### src/rtl/lss_pkg.sv
// shared constants, codes and types for the line substring search block
// no dependencies; every other file imports this package
package lss_pkg;

   localparam int MAX_NEEDLE    = 32;
   localparam int NEEDLE_IDX_W  = $clog2(MAX_NEEDLE);
   localparam int LEN_W         = 6;
   localparam int OFFSET_W      = 15;
   localparam int BYTE_W        = 8;
   localparam int STATUS_W      = 2;
   localparam int CSR_DATA_W    = 64;
   localparam int CSR_ADDR_W    = 6;
   localparam int CSR_IDX_W     = 3;
   localparam int NEEDLE_REGS   = 4;
   localparam int BYTES_PER_REG = CSR_DATA_W / BYTE_W;

   localparam logic [BYTE_W-1:0] NEWLINE_BYTE = 8'h0A;

   localparam logic [STATUS_W-1:0] END_NOT_LAST     = 2'd0;
   localparam logic [STATUS_W-1:0] END_SOME_FOUND   = 2'd0;
   localparam logic [STATUS_W-1:0] END_NONE_FOUND   = 2'd1;
   localparam logic [STATUS_W-1:0] END_EMPTY_NEEDLE = 2'd2;

   typedef enum logic [CSR_IDX_W-1:0] {
      REG_NEEDLE_LENGTH  = 3'd0,
      REG_NEEDLE_BYTES_0 = 3'd1,
      REG_NEEDLE_BYTES_1 = 3'd2,
      REG_NEEDLE_BYTES_2 = 3'd3,
      REG_NEEDLE_BYTES_3 = 3'd4
   } reg_index_type;

   // needle as seen by the compare: pattern[j] lines up with window byte j
   typedef struct packed {
      logic                                 active;
      logic [LEN_W-1:0]                     length;
      logic [MAX_NEEDLE-1:0]                mask;
      logic [MAX_NEEDLE-1:0][BYTE_W-1:0]    pattern;
   } lss_needle_type;

endpackage

### src/rtl/lss_if.sv
// item channel interfaces for the text input and the line result output
// depends on lss_pkg
interface lss_req_if;
   import lss_pkg::*;
   logic              valid;
   logic              ready;
   logic [BYTE_W-1:0] text_byte;
   logic              last_byte;
   modport source (output valid, output text_byte, output last_byte, input ready);
   modport sink   (input valid, input text_byte, input last_byte, output ready);
endinterface

interface lss_rsp_if;
   import lss_pkg::*;
   logic                valid;
   logic                ready;
   logic                line_hit;
   logic [OFFSET_W-1:0] line_number;
   logic [OFFSET_W-1:0] line_start;
   logic [OFFSET_W-1:0] line_end;
   logic                end_of_text;
   logic [STATUS_W-1:0] end_status;
   modport source (output valid, output line_hit, output line_number, output line_start,
                   output line_end, output end_of_text, output end_status, input ready);
   modport sink   (input valid, input line_hit, input line_number, input line_start,
                   input line_end, input end_of_text, input end_status, output ready);
endinterface

### src/rtl/lss_csr.sv
// configuration registers on the apb-style port and the aligned needle image
// depends on lss_pkg
module lss_csr (
   input  logic                           clock,
   input  logic                           reset,
   input  logic                           psel,
   input  logic                           penable,
   input  logic                           pwrite,
   input  logic [lss_pkg::CSR_ADDR_W-1:0] paddr,
   input  logic [lss_pkg::CSR_DATA_W-1:0] pwdata,
   output logic [lss_pkg::CSR_DATA_W-1:0] prdata,
   output logic                           pready,
   output lss_pkg::lss_needle_type        needle
);
   import lss_pkg::*;

   logic [LEN_W-1:0]      length_ff;
   logic [CSR_DATA_W-1:0] bytes_ff [NEEDLE_REGS];
   lss_needle_type        needle_ff;
   lss_needle_type        needle_in;
   reg_index_type         index;
   logic                  wr_en;

   assign index  = reg_index_type'(paddr[CSR_ADDR_W-1:CSR_ADDR_W-CSR_IDX_W]);
   assign wr_en  = psel && penable && pwrite && pready;
   assign pready = 1'b1;
   assign needle = needle_ff;

   always_comb begin
      case (index)
         REG_NEEDLE_LENGTH:  prdata = {{(CSR_DATA_W-LEN_W){1'b0}}, length_ff};
         REG_NEEDLE_BYTES_0: prdata = bytes_ff[0];
         REG_NEEDLE_BYTES_1: prdata = bytes_ff[1];
         REG_NEEDLE_BYTES_2: prdata = bytes_ff[2];
         REG_NEEDLE_BYTES_3: prdata = bytes_ff[3];
         default:            prdata = '0;
      endcase
   end

   // reverse the needle so the newest window byte meets the last needle byte
   always_comb begin
      logic [LEN_W-1:0]        pos;
      logic [NEEDLE_IDX_W-1:0] idx;
      needle_in.length = length_ff;
      needle_in.active = (length_ff != '0) && (length_ff <= LEN_W'(MAX_NEEDLE));
      for (int j = 0; j < MAX_NEEDLE; j++) begin
         pos = LEN_W'(j);
         idx = NEEDLE_IDX_W'(length_ff - pos - LEN_W'(1));
         needle_in.mask[j]    = pos < length_ff;
         needle_in.pattern[j] = bytes_ff[idx[NEEDLE_IDX_W-1:3]][{idx[2:0], 3'b000} +: BYTE_W];
      end
   end

   always_ff @(posedge clock) begin
      if (reset) begin
         length_ff <= '0;
         for (int r = 0; r < NEEDLE_REGS; r++) begin
            bytes_ff[r] <= '0;
         end
         needle_ff <= '0;
      end else begin
         needle_ff <= needle_in;
         if (wr_en) begin
            case (index)
               REG_NEEDLE_LENGTH:  length_ff   <= pwdata[LEN_W-1:0];
               REG_NEEDLE_BYTES_0: bytes_ff[0] <= pwdata;
               REG_NEEDLE_BYTES_1: bytes_ff[1] <= pwdata;
               REG_NEEDLE_BYTES_2: bytes_ff[2] <= pwdata;
               REG_NEEDLE_BYTES_3: bytes_ff[3] <= pwdata;
               default: ;
            endcase
         end
      end
   end

endmodule

### src/rtl/lss_match.sv
// parallel compare of the shifted line window against the aligned needle
// depends on lss_pkg
module lss_match (
   input  logic [lss_pkg::MAX_NEEDLE-1:0][lss_pkg::BYTE_W-1:0] window,
   input  logic [lss_pkg::LEN_W-1:0]                           chars,
   input  lss_pkg::lss_needle_type                             needle,
   output logic                                                hit
);
   import lss_pkg::*;

   logic [MAX_NEEDLE-1:0] pos_ok;

   always_comb begin
      for (int j = 0; j < MAX_NEEDLE; j++) begin
         pos_ok[j] = !needle.mask[j] || (window[j] == needle.pattern[j]);
      end
   end

   assign hit = needle.active && (chars >= needle.length) && (&pos_ok);

endmodule

### src/rtl/lss_scan.sv
// input register, line window and counters, result register
// depends on lss_pkg, lss_if and lss_match
module lss_scan (
   input  logic                    clock,
   input  logic                    reset,
   input  lss_pkg::lss_needle_type needle,
   lss_req_if.sink                 req_ch,
   lss_rsp_if.source               rsp_ch
);
   import lss_pkg::*;

   logic                                  s1_valid_ff, s1_valid_in;
   logic [BYTE_W-1:0]                     s1_byte_ff;
   logic                                  s1_last_ff;
   logic [MAX_NEEDLE-1:0][BYTE_W-1:0]     win_ff, win_in;
   logic [LEN_W-1:0]                      chars_ff, chars_in;
   logic                                  matched_ff, matched_in;
   logic [OFFSET_W-1:0]                   line_ff, line_in;
   logic [OFFSET_W-1:0]                   begin_ff, begin_in;
   logic [OFFSET_W-1:0]                   offset_ff, offset_in;
   logic                                  found_ff, found_in;
   logic                                  out_valid_ff, out_valid_in;
   logic                                  out_hit_ff;
   logic [OFFSET_W-1:0]                   out_number_ff, out_start_ff, out_end_ff;
   logic                                  out_eot_ff;
   logic [STATUS_W-1:0]                   out_status_ff, status;

   logic                                  accept, is_nl, ends, out_free, advance, hit;
   logic [MAX_NEEDLE-1:0][BYTE_W-1:0]     shifted;
   logic [LEN_W-1:0]                      chars_shift;
   logic [OFFSET_W-1:0]                   next_off;
   logic                                  line_hit, found_next;

   assign is_nl    = s1_byte_ff == NEWLINE_BYTE;
   assign ends     = is_nl || s1_last_ff;
   assign out_free = !out_valid_ff || rsp_ch.ready;
   assign advance  = s1_valid_ff && (!ends || out_free);
   assign req_ch.ready = !s1_valid_ff || advance;
   assign accept   = req_ch.valid && req_ch.ready;

   assign shifted     = {win_ff[MAX_NEEDLE-2:0], s1_byte_ff};
   assign chars_shift = (chars_ff < LEN_W'(MAX_NEEDLE)) ? chars_ff + LEN_W'(1) : chars_ff;
   assign next_off    = offset_ff + OFFSET_W'(1);

   lss_match u_match (
      .window (shifted),
      .chars  (chars_shift),
      .needle (needle),
      .hit    (hit)
   );

   assign line_hit   = matched_ff || (!is_nl && hit);
   assign found_next = found_ff || line_hit;

   always_comb begin
      if (!s1_last_ff) begin
         status = END_NOT_LAST;
      end else if (needle.length == '0) begin
         status = END_EMPTY_NEEDLE;
      end else if (found_next) begin
         status = END_SOME_FOUND;
      end else begin
         status = END_NONE_FOUND;
      end
   end

   always_comb begin
      win_in    = win_ff;
      chars_in  = chars_ff;
      matched_in = matched_ff;
      line_in   = line_ff;
      begin_in  = begin_ff;
      offset_in = offset_ff;
      found_in  = found_ff;
      if (advance) begin
         if (!ends) begin
            win_in     = shifted;
            chars_in   = chars_shift;
            matched_in = line_hit;
            offset_in  = next_off;
         end else if (s1_last_ff) begin
            win_in     = '0;
            chars_in   = '0;
            matched_in = 1'b0;
            line_in    = OFFSET_W'(1);
            begin_in   = '0;
            offset_in  = '0;
            found_in   = 1'b0;
         end else begin
            win_in     = '0;
            chars_in   = '0;
            matched_in = 1'b0;
            line_in    = line_ff + OFFSET_W'(1);
            begin_in   = next_off;
            offset_in  = next_off;
            found_in   = found_next;
         end
      end
   end

   assign s1_valid_in  = accept ? 1'b1 : (advance ? 1'b0 : s1_valid_ff);
   assign out_valid_in = (advance && ends) ? 1'b1 : (rsp_ch.ready ? 1'b0 : out_valid_ff);

   always_ff @(posedge clock) begin
      if (reset) begin
         s1_valid_ff  <= 1'b0;
         out_valid_ff <= 1'b0;
         win_ff       <= '0;
         chars_ff     <= '0;
         matched_ff   <= 1'b0;
         line_ff      <= OFFSET_W'(1);
         begin_ff     <= '0;
         offset_ff    <= '0;
         found_ff     <= 1'b0;
      end else begin
         s1_valid_ff  <= s1_valid_in;
         out_valid_ff <= out_valid_in;
         win_ff       <= win_in;
         chars_ff     <= chars_in;
         matched_ff   <= matched_in;
         line_ff      <= line_in;
         begin_ff     <= begin_in;
         offset_ff    <= offset_in;
         found_ff     <= found_in;
      end
   end

   always_ff @(posedge clock) begin
      if (accept) begin
         s1_byte_ff <= req_ch.text_byte;
         s1_last_ff <= req_ch.last_byte;
      end
      if (advance && ends) begin
         out_hit_ff    <= line_hit;
         out_number_ff <= line_ff;
         out_start_ff  <= begin_ff;
         out_end_ff    <= next_off;
         out_eot_ff    <= s1_last_ff;
         out_status_ff <= status;
      end
   end

   assign rsp_ch.valid       = out_valid_ff;
   assign rsp_ch.line_hit    = out_hit_ff;
   assign rsp_ch.line_number = out_number_ff;
   assign rsp_ch.line_start  = out_start_ff;
   assign rsp_ch.line_end    = out_end_ff;
   assign rsp_ch.end_of_text = out_eot_ff;
   assign rsp_ch.end_status  = out_status_ff;

endmodule

### src/rtl/line_substring_search.sv
// top level of the per-line needle search: registers and the scan pipeline
// depends on lss_pkg, lss_if, lss_csr, lss_scan
//
//   channel   direction   handshake              payload
//   req_ch    in          valid/ready            text_byte, last_byte
//   rsp_ch    out         valid/ready            line_hit .. end_status, one item per line end
//   csr       in/out      psel/penable/pready    paddr, pwdata, prdata (64 bit, reg i at 8*i)
//
// one text item per cycle unless a closing item waits on a full result register; a closing
// item goes into the input register, its result into the result register, and the 32-byte
// window compare sits between the two; reset clears window, counters, offsets and all needle
// registers and sets the line number to 1; with the result register full, one more item is
// taken into the input register; items that close no line keep flowing past a stalled result
module line_substring_search (
   input  logic                           clock,
   input  logic                           reset,
   lss_req_if.sink                        req_ch,
   lss_rsp_if.source                      rsp_ch,
   input  logic                           psel,
   input  logic                           penable,
   input  logic                           pwrite,
   input  logic [lss_pkg::CSR_ADDR_W-1:0] paddr,
   input  logic [lss_pkg::CSR_DATA_W-1:0] pwdata,
   output logic [lss_pkg::CSR_DATA_W-1:0] prdata,
   output logic                           pready
);
   import lss_pkg::*;

   lss_needle_type needle;

   lss_csr u_csr (
      .clock   (clock),
      .reset   (reset),
      .psel    (psel),
      .penable (penable),
      .pwrite  (pwrite),
      .paddr   (paddr),
      .pwdata  (pwdata),
      .prdata  (prdata),
      .pready  (pready),
      .needle  (needle)
   );

   lss_scan u_scan (
      .clock  (clock),
      .reset  (reset),
      .needle (needle),
      .req_ch (req_ch),
      .rsp_ch (rsp_ch)
   );

`ifndef SYNTH
   a_status_only_at_end: assert property (@(posedge clock) disable iff (reset)
      rsp_ch.valid && !rsp_ch.end_of_text |-> rsp_ch.end_status == END_NOT_LAST)
      else $error("end status set on a result that is not the last");

   a_hit_means_found: assert property (@(posedge clock) disable iff (reset)
      rsp_ch.valid && rsp_ch.end_of_text && rsp_ch.line_hit
      |-> rsp_ch.end_status == END_SOME_FOUND)
      else $error("matching last line without found status");

   a_ready_when_drained: assert property (@(posedge clock) disable iff (reset)
      !rsp_ch.valid |-> req_ch.ready)
      else $error("input stalled with no result pending");

   a_empty_needle_no_hit: assert property (@(posedge clock) disable iff (reset)
      rsp_ch.valid && rsp_ch.end_of_text && rsp_ch.end_status == END_EMPTY_NEEDLE
      |-> !rsp_ch.line_hit)
      else $error("hit reported with empty needle");
`endif

endmodule
### src/flat_wrapper.sv
// flat-port wrapper written by rule: the top's interface ports become plain ports
module line_substring_search_flat import lss_pkg::*;
  (clock, reset, psel, penable, pwrite, paddr, pwdata, prdata, pready, req_ch_valid, req_ch_text_byte, req_ch_last_byte, req_ch_ready, rsp_ch_valid, rsp_ch_line_hit, rsp_ch_line_number, rsp_ch_line_start, rsp_ch_line_end, rsp_ch_end_of_text, rsp_ch_end_status, rsp_ch_ready);
  lss_req_if req_ch_i ();
  lss_rsp_if rsp_ch_i ();
  input  logic clock;
  input  logic reset;
  input  logic psel;
  input  logic penable;
  input  logic pwrite;
  input  logic [lss_pkg::CSR_ADDR_W-1:0] paddr;
  input  logic [lss_pkg::CSR_DATA_W-1:0] pwdata;
  output logic [lss_pkg::CSR_DATA_W-1:0] prdata;
  output logic pready;
  input wire logic [$bits(req_ch_i.valid)-1:0] req_ch_valid;
  input wire logic [$bits(req_ch_i.text_byte)-1:0] req_ch_text_byte;
  input wire logic [$bits(req_ch_i.last_byte)-1:0] req_ch_last_byte;
  output wire logic [$bits(req_ch_i.ready)-1:0] req_ch_ready;
  output wire logic [$bits(rsp_ch_i.valid)-1:0] rsp_ch_valid;
  output wire logic [$bits(rsp_ch_i.line_hit)-1:0] rsp_ch_line_hit;
  output wire logic [$bits(rsp_ch_i.line_number)-1:0] rsp_ch_line_number;
  output wire logic [$bits(rsp_ch_i.line_start)-1:0] rsp_ch_line_start;
  output wire logic [$bits(rsp_ch_i.line_end)-1:0] rsp_ch_line_end;
  output wire logic [$bits(rsp_ch_i.end_of_text)-1:0] rsp_ch_end_of_text;
  output wire logic [$bits(rsp_ch_i.end_status)-1:0] rsp_ch_end_status;
  input wire logic [$bits(rsp_ch_i.ready)-1:0] rsp_ch_ready;
  assign req_ch_i.valid = req_ch_valid;
  assign req_ch_i.text_byte = req_ch_text_byte;
  assign req_ch_i.last_byte = req_ch_last_byte;
  assign req_ch_ready = req_ch_i.ready;
  assign rsp_ch_valid = rsp_ch_i.valid;
  assign rsp_ch_line_hit = rsp_ch_i.line_hit;
  assign rsp_ch_line_number = rsp_ch_i.line_number;
  assign rsp_ch_line_start = rsp_ch_i.line_start;
  assign rsp_ch_line_end = rsp_ch_i.line_end;
  assign rsp_ch_end_of_text = rsp_ch_i.end_of_text;
  assign rsp_ch_end_status = rsp_ch_i.end_status;
  assign rsp_ch_i.ready = rsp_ch_ready;
  line_substring_search u_core (.clock(clock), .reset(reset), .req_ch(req_ch_i), .rsp_ch(rsp_ch_i), .psel(psel), .penable(penable), .pwrite(pwrite), .paddr(paddr), .pwdata(pwdata), .prdata(prdata), .pready(pready));
endmodule
### config.mk
export PLATFORM = sky130hd
export DESIGN_NAME = line_substring_search_flat
export DESIGN_NICKNAME = d
export VERILOG_FILES = /design/src/rtl/lss_pkg.sv /design/src/rtl/lss_if.sv /design/src/rtl/lss_csr.sv /design/src/rtl/lss_match.sv /design/src/rtl/lss_scan.sv /design/src/rtl/line_substring_search.sv /design/src/flat_wrapper.sv
export SDC_FILE = /design/constraint.sdc
export NUM_CORES = 2
export LEC_CHECK = 0
export BUFFER_PORTS_ARGS = -buffer_cell sky130_fd_sc_hd__buf_2
export CAP_MARGIN = 10
export CORE_ASPECT_RATIO = 0.9
export CORE_UTILIZATION = 30
export CTS_CLUSTER_SIZE = 28
export DETAILED_ROUTE_END_ITERATION = 10
export SYNTH_ARGS = -nofsm -noshare
export SYNTH_HDL_FRONTEND = slang
export SYNTH_SLANG_ARGS = --single-unit
export TNS_END_PERCENT = 30
### constraint.sdc
create_clock -name clock -period 15.6 [get_ports clock]
set_input_delay 0.78 -clock clock [delete_from_list [all_inputs] [get_ports clock]]
set_output_delay 0.78 -clock clock [all_outputs]
set_load 0.005 [all_outputs]
==> reports/qor.csv <==
stage,metric,value,unit
detailed_routing,drc,0,
sta,max_freq,0.155,GHz
detailed_routing,wire_per_inst,37.1,µm
sta,setup_viol,0,
die,ios,202,
layout,multiInputGateArea,68500,µm²
yosys,yosys.area_share.simple,5.94,%
worst_hold_path,hold_path_end,u_core.u_csr.bytes_ff[0][47]$_SDFFCE_PN0P_,
critical_path,crit_path_max_incr_delay,0.95,ns
yosys,yosys.area.top_type,mux4_2,
die,die_w,595,µm
outcome,status,finished clean,
yosys,synth-edff-count,314,
die,dieArea,318000,µm²
clock_tree,holdBufCountCts,0,
yosys,synthTopCellsByArea,"mux4_2 (48%), dfxtp_1 (13%), edfxtp_1 (9.9%)",
critical_path,crit_path_max_fanout,71,
clock_tree,cts.clk_slew.worst_paths,0.08,ns
power_and_ir_drop,p_sw,2.23,mW
global_route,grt_use_total,25.0,%
yosys,yosysTopAreaCellShare,47.8,%
detailed_routing,postRouteAntennaNets,0,
power_and_ir_drop,p_leak,33.7,nW
critical_path,crit_chain,"clkinv_2, ha_1, a21boi_4, xnor2_2, buf_12, a211o_1, and2_4, buf_4, mux4_2, a221o_1, a41oi_1, a311oi_1",
place,portBuffers,197,
layout,post-route-util,32.7,%
layout,layout_common_cells,"mux4_2 (2012), mux2i_1 (870), dfxtp_1 (599)",
critical_path,reg2reg_slack,9.15,ns
critical_path,crit_path_end_kind,flip-flop,
layout,syn2layout_area_growth,8.31,%
yosys,yosys-mux-area-fraction,57.0,%
global_route,antenna_found_initial,84,
critical_path,path_class,flip-flop to flip-flop,
detailed_routing,dr.pass1.iters,7,
critical_path,r2r-start,u_core.u_csr.length_ff[2]$_SDFFE_PP0P_,
clock_tree,htree_num_levels,3,
power_and_ir_drop,powerDensity,67.7,nW/µm²
power_and_ir_drop,p_total,6.96,mW
yosys,synthCells,7427,
clock_tree,post_cts_buffers,0,
yosys,synth_top_family_by_area,multiplexers,
clock_tree,numCtsBuffers,98,
sta,finClkSkew,0.133,ns
layout,n_fill_cell,30500,
clock_tree,clockRootBuffer,clkbuf_16,
sta,layout_min_cycle_time,6.45,ns
sta,rsz0062_at_grt,no,
yosys,netlist-cell-type-count,62,
critical_path,crit_slowest_cell,clkinv_2,
sta,slew_headroom,12.7,%
critical_path,cp.required,16.21,ns
critical_path,worstPathArrival,7.06,ns
critical_path,r2r-end,u_core.u_csr.needle[10]$_SDFF_PP0_,
die,rows,195,
power_and_ir_drop,clockPowerShare,36.9,%
yosys,synth-seq-cells,917,
yosys,ys_seq_area_share,22.7,%
clock_tree,numClockSinks,917,
power_and_ir_drop,pwr-share-seq,39.4,%
global_route,grt_pass1_wl,578000,µm
layout,final_common_cell,mux4_2,
place,hpwl,263000,µm
critical_path,cp-start-kind,flip-flop,
place,gp_congestion,0.997,
sta,setup-tns-final,0,ns
yosys,synth_compound_area_share,5.50,%
clock_tree,cts_tree,built,
yosys,syn_area_per_cell,12.8,µm²
layout,drive_gt1_share,40.6,%
die,die_y,535,µm
yosys,synthXorXnorAreaFrac,3.00,%
sta,finalMaxSlewViolations,0,
layout,layout.nets,6866,
die,core_area,314000,µm²
run,maxCapViolations,0,
sta,final_hold_viol_count,0,
detailed_routing,drtIter0Drc,13200,
global_route,grt_pass1_vias,72000,
power_and_ir_drop,p_comb_share,23.7,%
global_route,grt_overflow,0,
clock_tree,clock_path_buffers,3,
layout,regArea,21500,µm²
sta,tightest_slew,1.31,ns
die,start_util,30.2,%
yosys,ys.warnings.count,0,
power_and_ir_drop,peakVddDrop,0.000116,V
clock_tree,postCtsResizedCells,0,
detailed_routing,via_count,76700,
detailed_routing,wl,412000,µm
global_route,grt_max_degree,142,
worst_hold_path,hp-start,pwdata[47],
yosys,synth_area,94800,µm²
power_and_ir_drop,swShare,32.1,%
sta,period_share,41.4,%
worst_hold_path,hold-path-cell-count,2,
clock_tree,worstSkewPairLatency,0.81,ns
yosys,synthFlopType,dfxtp_1,
worst_hold_path,hold_class,input pin to flip-flop,
power_and_ir_drop,internal-power,4.73,mW
yosys,synth.net_count,7536,
yosys,async_flop_share,0,%
critical_path,r2r_cells,12,
detailed_routing,drt-vias-per-instance,6.91,
yosys,synth_fa_ha_area_share,0.303,%
-- kinds of logic (layout without fill, tap and decap cells) --
| group | after synthesis | count (layout) |
|---|---|---|
| XOR/XNOR | 316 | 316 |
| buffers and inverters | 1326 | 741 |
| AND/OR/NAND/NOR | 1219 | 1219 |
| multiplexers | 2883 | 2883 |
| AO/OA/AOI/OAI | 742 | 742 |
| other | 1 | 130 |
| adder cells (fa/ha/maj) | 23 | 23 |
| flip-flops | 917 | 917 |
-- stage by stage --
stage,cell area [µm²],hold slack [ns],instances,worst slack (ns)
2_1_floorplan,94800,0.408,7427,7.19
3_3_place_gp,98900,0.419,10800,9.41
3_5_place_dp,98900,0.419,10800,9.27
4_1_cts,102000,0.219,11000,9.33
5_1_grt,103000,0.241,11100,9.00
6_report,103000,0.276,11100,9.15
-- cells in the mapped netlist, types with 73 or more instances --
cell      number
mux4_2      2012
nor2_1       402
dfxtp_1      603
and2_1       268
clkbuf_1     920
a21oi_1      148
nand4_1       83
nand2_1      382
edfxtp_1     314
xnor2_1      287
buf_1        145
buf_2        210
mux2i_1      870
a22o_1        73
a22oi_1      369
-- critical path: cells and delay by family (launching register included) --
kind                     cells  cell delay [ns]
multiplexers                 1             0.42
buffers and inverters        3             2.14
adder cells (fa/ha/maj)      1             0.66
XOR/XNOR                     1             0.24
flip-flops                   1             0.80
AO/OA/AOI/OAI                5             1.38
AND/OR/NAND/NOR              1             0.49
-- power groups by stage --
stage,combinational (mW),clock (mW),sequential [mW]
finish,1.65,2.56,2.74
global placement,1.55,0,2.78
global route,1.69,2.67,2.74
CTS,1.60,2.58,2.73
floorplan,1.09,0,2.69
detailed placement,1.59,0,2.78
-- worst max-delay path by stage --
stage	slack, ns	startpoint	to
after floorplan	7.19	paddr[4]	u_core.u_csr.bytes_ff[1][0]$_SDFFCE_PN0P_
after global placement	9.41	u_core.u_csr.length_ff[2]$_SDFFE_PP0P_	u_core.u_csr.needle[9]$_SDFF_PP0_
after detailed placement	9.27	u_core.u_csr.length_ff[3]$_SDFFE_PP0P_	u_core.u_csr.needle[177]$_SDFF_PP0_
after CTS	9.33	u_core.u_csr.length_ff[2]$_SDFFE_PP0P_	u_core.u_csr.needle[30]$_SDFF_PP0_
after global routing	9.00	u_core.u_csr.length_ff[3]$_SDFFE_PP0P_	u_core.u_csr.needle[177]$_SDFF_PP0_
final	9.15	u_core.u_csr.length_ff[2]$_SDFFE_PP0P_	u_core.u_csr.needle[10]$_SDFF_PP0_
-- routing by layer --
metal	vias up	routed length [µm]	global-route usage (%)
li1	28800	-	-
met1	39800	142000	31.6
met2	7073	176000	35.9
met3	1021	65100	10.3
met4	24	28400	14.4
met5	-	145	0
-- cell type report --
| class | instances | area share [%] |
|---|---|---|
| Sequential cell | 917 | 20.9 |
| Clock inverter | 53 | 0.639 |
| Inverter | 30 | 0.118 |
| Multi-Input combinational cell | 5184 | 66.7 |
| Timing Repair Buffer | 526 | 3.52 |
| Clock buffer | 132 | 2.77 |
| Antenna cell | 129 | 0.314 |
| Tap cell | 4137 | 5.04 |
-- flip-flops by register name, indices dropped and copies added (netlist names), 2 cells and up --
| signal | count |
|---|---|
| u_core.u_csr.length_ff | 6 |
| u_core.u_scan.rsp_ch.line_end | 15 |
| u_core.u_scan.chars_ff | 6 |
| u_core.u_scan.begin_ff | 15 |
| u_core.u_csr.bytes_ff | 256 |
| u_core.u_scan.rsp_ch.end_status | 2 |
| u_core.u_scan.rsp_ch.line_start | 15 |
| u_core.u_scan.shifted | 248 |
| u_core.u_scan.rsp_ch.line_number | 15 |
| u_core.u_csr.needle | 294 |
| u_core.u_scan.s1_byte_ff | 8 |
| u_core.u_scan.offset_ff | 15 |
| u_core.u_scan.line_ff | 15 |
No activity file was read; power rests on OpenSTA's default activity.
